<file path="src/design/swap_slot_allocator_defines.svh">
// ----------------------------------------------------------------------------
// Swap slot allocator assertion macros
// Shared concurrent assertion forms, clocked on clk, disabled during reset.
// ----------------------------------------------------------------------------
`ifndef SWAP_SLOT_ALLOCATOR_DEFINES_SVH
`define SWAP_SLOT_ALLOCATOR_DEFINES_SVH

// Expression holds at every clock edge outside reset.
`define SSA_ASSERT_ALWAYS(name, expr, msg) \
    name: assert property (@(posedge clk) disable iff (!rst_n) (expr)) \
        else $error(msg);

// Consequent holds in the same cycle as the antecedent.
`define SSA_ASSERT_IMPLY(name, ante, cons, msg) \
    name: assert property (@(posedge clk) disable iff (!rst_n) (ante) |-> (cons)) \
        else $error(msg);

`endif

</file>
<file path="src/design/ssa_pkg.sv">
// ----------------------------------------------------------------------------
// Swap slot allocator package
// Pool size, field widths, request and status codes, queued item type.
// ----------------------------------------------------------------------------
`default_nettype none

package ssa_pkg;

    localparam int SLOTS      = 1024;
    localparam int SLOT_W     = $clog2(SLOTS);
    localparam int CNT_W      = $clog2(SLOTS + 1);

    localparam int REQ_W      = 2;
    localparam int OWNER_W    = 16;
    localparam int PAGE_W     = 52;
    localparam int IDX_W      = 16;
    localparam int LAT_W      = 16;
    localparam int TOT_W      = 32;
    localparam int OUT_SLOT_W = 10;
    localparam int OUT_CNT_W  = 11;

    localparam int QDEPTH     = 2;
    localparam int QPTR_W     = $clog2(QDEPTH);
    localparam int QCNT_W     = $clog2(QDEPTH + 1);

    localparam logic [CNT_W-1:0] SLOTS_CNT = CNT_W'(SLOTS);
    localparam logic [IDX_W:0]   SLOTS_IDX = (IDX_W + 1)'(SLOTS);
    localparam logic [LAT_W-1:0] LATENCY_RESET = LAT_W'(5000);

    typedef enum logic [REQ_W-1:0] {
        REQ_ALLOC    = 2'd0,
        REQ_FREE     = 2'd1,
        REQ_SWAP_OUT = 2'd2,
        REQ_SWAP_IN  = 2'd3
    } req_t;

    typedef enum logic [1:0] {
        ST_OK        = 2'd0,
        ST_EXHAUSTED = 2'd1,
        ST_RANGE     = 2'd2,
        ST_NOT_USED  = 2'd3
    } status_t;

    typedef struct packed {
        req_t               op;
        logic               range_err;
        logic [SLOT_W-1:0]  slot;
        logic [OWNER_W-1:0] owner;
        logic [PAGE_W-1:0]  page;
    } item_t;

endpackage

`default_nettype wire

</file>
<file path="src/design/ssa_front.sv">
// ----------------------------------------------------------------------------
// Swap slot allocator front end
// Accepts requests, decodes the type and range check, queues them for the
// back end in a two-entry queue.
// ----------------------------------------------------------------------------
`default_nettype none

`include "swap_slot_allocator_defines.svh"

module ssa_front (
    input  wire logic                        clk,
    input  wire logic                        rst_n,
    input  wire logic                        req_valid,
    output logic                             req_stall,
    input  wire logic [ssa_pkg::REQ_W-1:0]   req_type,
    input  wire logic [ssa_pkg::OWNER_W-1:0] owner_id,
    input  wire logic [ssa_pkg::PAGE_W-1:0]  page_number,
    input  wire logic [ssa_pkg::IDX_W-1:0]   slot_index,
    output logic                             q_valid,
    output ssa_pkg::item_t                   q_item,
    input  wire logic                        q_pop
);

    ssa_pkg::item_t              q_mem [ssa_pkg::QDEPTH];
    ssa_pkg::item_t              new_item;
    logic [ssa_pkg::QPTR_W-1:0]  wr_ptr_reg, wr_ptr_next;
    logic [ssa_pkg::QPTR_W-1:0]  rd_ptr_reg, rd_ptr_next;
    logic [ssa_pkg::QCNT_W-1:0]  cnt_reg, cnt_next;
    logic                        push;
    logic                        pop;

    always_comb
    begin
        new_item.op        = ssa_pkg::req_t'(req_type);
        new_item.range_err = ({1'b0, slot_index} >= ssa_pkg::SLOTS_IDX);
        new_item.slot      = ssa_pkg::SLOT_W'(slot_index);
        new_item.owner     = owner_id;
        new_item.page      = page_number;
    end

    assign req_stall = (cnt_reg == ssa_pkg::QCNT_W'(ssa_pkg::QDEPTH));
    assign push      = req_valid && !req_stall;
    assign q_valid   = (cnt_reg != '0);
    assign pop       = q_valid && q_pop;
    assign q_item    = q_mem[rd_ptr_reg];

    always_comb
    begin
        wr_ptr_next = push ? wr_ptr_reg + 1'b1 : wr_ptr_reg;
        rd_ptr_next = pop ? rd_ptr_reg + 1'b1 : rd_ptr_reg;
        cnt_next    = cnt_reg;
        if (push && !pop)
        begin
            cnt_next = cnt_reg + 1'b1;
        end
        else if (pop && !push)
        begin
            cnt_next = cnt_reg - 1'b1;
        end
    end

    always_ff @(posedge clk)
    begin
        if (push)
        begin
            q_mem[wr_ptr_reg] <= new_item;
        end
    end

    always_ff @(posedge clk or negedge rst_n)
    begin
        if (!rst_n)
        begin
            wr_ptr_reg <= '0;
            rd_ptr_reg <= '0;
            cnt_reg    <= '0;
        end
        else
        begin
            wr_ptr_reg <= wr_ptr_next;
            rd_ptr_reg <= rd_ptr_next;
            cnt_reg    <= cnt_next;
        end
    end

    `SSA_ASSERT_ALWAYS(a_queue_bound, cnt_reg <= ssa_pkg::QCNT_W'(ssa_pkg::QDEPTH), "queue overfilled")

endmodule

`default_nettype wire

</file>
<file path="config.mk">
export PLATFORM = sky130hd
export DESIGN_NAME = ssa_front
export DESIGN_NICKNAME = d
export VERILOG_FILES = /design/src/design/ssa_pkg.sv /design/src/design/ssa_front.sv
export VERILOG_INCLUDE_DIRS = /design/src /design/src/design
export SDC_FILE = /design/constraint.sdc
export NUM_CORES = 1
export LEC_CHECK = 0
export BUFFER_PORTS_ARGS = -buffer_cell sky130_fd_sc_hd__buf_2
export CAP_MARGIN = 20
export CELL_PAD_IN_SITES_DETAIL_PLACEMENT = 1
export CELL_PAD_IN_SITES_GLOBAL_PLACEMENT = 2
export CORE_MARGIN = 2
export CORE_UTILIZATION = 39
export CTS_CLUSTER_DIAMETER = 120
export CTS_CLUSTER_SIZE = 30
export DETAILED_ROUTE_END_ITERATION = 10
export GPL_ROUTABILITY_DRIVEN = 0
export GPL_TIMING_DRIVEN = 0
export PLACE_DENSITY = 0.8
export SETUP_SLACK_MARGIN = 0.5
export SLEW_MARGIN = 20
export SYNTH_ARGS = -nofsm -noshare
export SYNTH_HDL_FRONTEND = slang
export SYNTH_SLANG_ARGS = --single-unit
</file>
<file path="constraint.sdc">
create_clock -name clk -period 5.3 [get_ports clk]
set_input_delay 0.53 -clock clk [delete_from_list [all_inputs] [get_ports clk]]
set_output_delay 0.53 -clock clk [all_outputs]
set_load 0.01 [all_outputs]
</file>
==> metrics.yaml <==
run_status:
  status: "completed"
route:
  vias: 3189
  wire_per_inst_um: 17.2
  drtIter0Drc: 130
  ant_nets: 0
  wirelength_mm: 12.1
  post_drt_via_cell_ratio: 4.54
  route.detailed.drc: 0
  drtPass1Iterations: 4
power:
  p_leak_nw: 3.34
  peakVddDrop_mv: 0.377
  powerDensity_mw_per_mm2: 567
timing:
  finalMaxSlewViolations: 0
  fmax_mhz: 459
  post-route-period-util: 0.411
  worst_pin_slew_ns: 0.480
  slew_headroom: 0.680
  finalSetupTns_ns: 0
  hold_viol: 0
  skew_ns: 0.00803
  rsz0062_at_grt: "no"
  period_minus_slack_ns: 2.18
  setup_viol: 0
floorplanning:
  initial_core_util: 0.394
  core_mm2: 0.0164
  boundaryPins: 173
  num_rows: 47
  die_x_um: 133
  die_h_um: 133
  die_area_mm2: 0.0176
critical_path:
  crit_type: "reg2out"
  r2r_end: "q_mem[1][36]"
  r2r_slack_ns: 3.51
  r2r_start: "cnt_reg[0]"
  crit_required_ns: 4.77
  cp-end-kind: "output pin"
  critPathMaxFanout: 10
  worstSetupStartpointType: "flop"
  cp.arrival_ns: 1.65
  rr_worst_depth: 3
hold_path:
  whs_path_depth: 1
  min_to: "q_mem[1][11]"
  hold_path_class: "in2reg"
  hold_start: "page_number[11]"
layout:
  largest_register_ffs: 162
  nets: 561
  final_common_cell: "buf_2"
  layout.cells.non_filler: 703
  antenna_cells: 0
  most-common-layout-cells: "buf_2 (172), edfxtp_1 (162), mux2_4 (79)"
  area_growth_pct: 28.2
  drive_above_1_share: 0.619
logic_synthesis:
  netlist_instances: 274
  yosysWarnings: 0
  synthesis.area_mm2: 0.00646
  yosysTopAreaCell: "edfxtp_1"
  yosysSeqAreaShare: 0.769
  synth_area_leaders: "edfxtp_1 (75%), mux2_4 (18%), buf_12 (2.5%)"
  syn_avg_cell_area_um2: 23.6
  synth_cell_types: 17
  synth_seq_cells: 166
  netlist.area_leader.share: 0.753
  synth_nets: 365
clocking:
  cts_max_path_buffers: 2
  clk_pin_slew_worst_paths_ns: 0.06
  root_buffer: "clkbuf_16"
  insertion_delay_ns: 0.42
  cts_buffers: 17
  cts_resized: 0
  cts.sinks: 166
  tritoncts: "done"
  htree_levels: 4
placement:
  port_buffers: 172
  dp_cells: 670
  place_hpwl_mm: 8.43
global_route:
  grt_usage: 0.145
  grt_pass1_wl_mm: 19.0
  grt_overflow: 0
  antenna_found_initial: 0
  grt_max_degree: 53
  grt_pass1_vias: 3453
flow_run:
  cap_violations: 0
-- how the worst max path moves through the flow --
stage | from | endpoint | slack (ns) | depth (start not counted)
floorplan | cnt_reg[0] | q_mem[0][0] | 0.78 | 3
CTS | rd_ptr_reg | q_item[25] | 3.07 | 4
global route | rd_ptr_reg | q_item[25] | 3.04 | 4
detailed placement | req_valid | q_mem[1][27] | 3.46 | 3
finish | rd_ptr_reg | q_item[25] | 3.12 | 4
global placement | req_valid | q_mem[0][42] | -1.22 | 3
-- power breakdown --
part,leakage [nW],internal [mW],switching [mW]
logic,1.52,0.859,0.766
clock network,0.274,0.696,0.502
registers,1.55,1.79,0.0792
-- cell type report --
type,count,area (um2)
inverters,2,7.51
clock buffers,17,425
fillers,1562,8130
well taps,220,275
plain buffers,9,171
clock inverters,15,151
repair buffers,177,958
flip-flops and latches,166,4960
multi-input cells,97,1330
-- routing by layer --
| metal | vias up | wire (um) | global-route usage |
|---|---|---|---|
| met4 | 0 | 274 | 0.0562 |
| met1 | 1578 | 4870 | 0.166 |
| met3 | 22 | 793 | 0.0605 |
| met5 | - | 0 | 0 |
| met2 | 110 | 6170 | 0.243 |
| li1 | 1479 | - | - |
-- Yosys cell counts --
master and n:
nand2b_1 1, nand2_2 1, xor2_1 2, nand2_1 2
buf_6 1, dfrtp_1 4, edfxtp_1 162, inv_1 2
nor2_1 3, nor4_1 1, mux2_4 79, xnor2_1 3
ha_1 1, or2_2 1, mux2_2 2, and3_1 1
buf_12 8
-- through the flow --
| stage | hold slack, ns | cell area, um2 | utilization | power [mW] | worst slack, ns |
|---|---|---|---|---|---|
| finish | 0.296 | 8280 | 0.505 | 4.69 | 3.12 |
| global route | 0.272 | 8280 | 0.505 | 4.92 | 3.04 |
| CTS | 0.270 | 8280 | 0.505 | 4.77 | 3.07 |
| detailed placement | 0.348 | 7690 | 0.469 | 3.56 | 3.46 |
| global placement | 0.343 | 7590 | 0.463 | 3.51 | -1.22 |
| floorplan | 0.234 | 6460 | - | 3.02 | 0.778 |
-- cell families after synthesis --
group	count (synthesis)	share of synthesized area
and+or+nand+nor	10	0.00775
DFF	166	0.769
adders and majority gates	1	0.00194
xor gates and xnor gates	5	0.00678
muxes	81	0.187
buffers and inverters	11	0.0277
-- worst max-delay path, stage by stage, from the launching register on --
cell	delay, ns
dfrtp_1	0.34
buf_6	0.24
buf_12	0.19
mux2_4	0.30
buf_2	0.16
-- what timing repair did --
item / CTS / global route
endpoints found under the hold margin: 4 / 0
hold buffers: 1 / 0
buffers inserted: 0 / 0
Note: power is estimated with default switching activity, not from simulation.
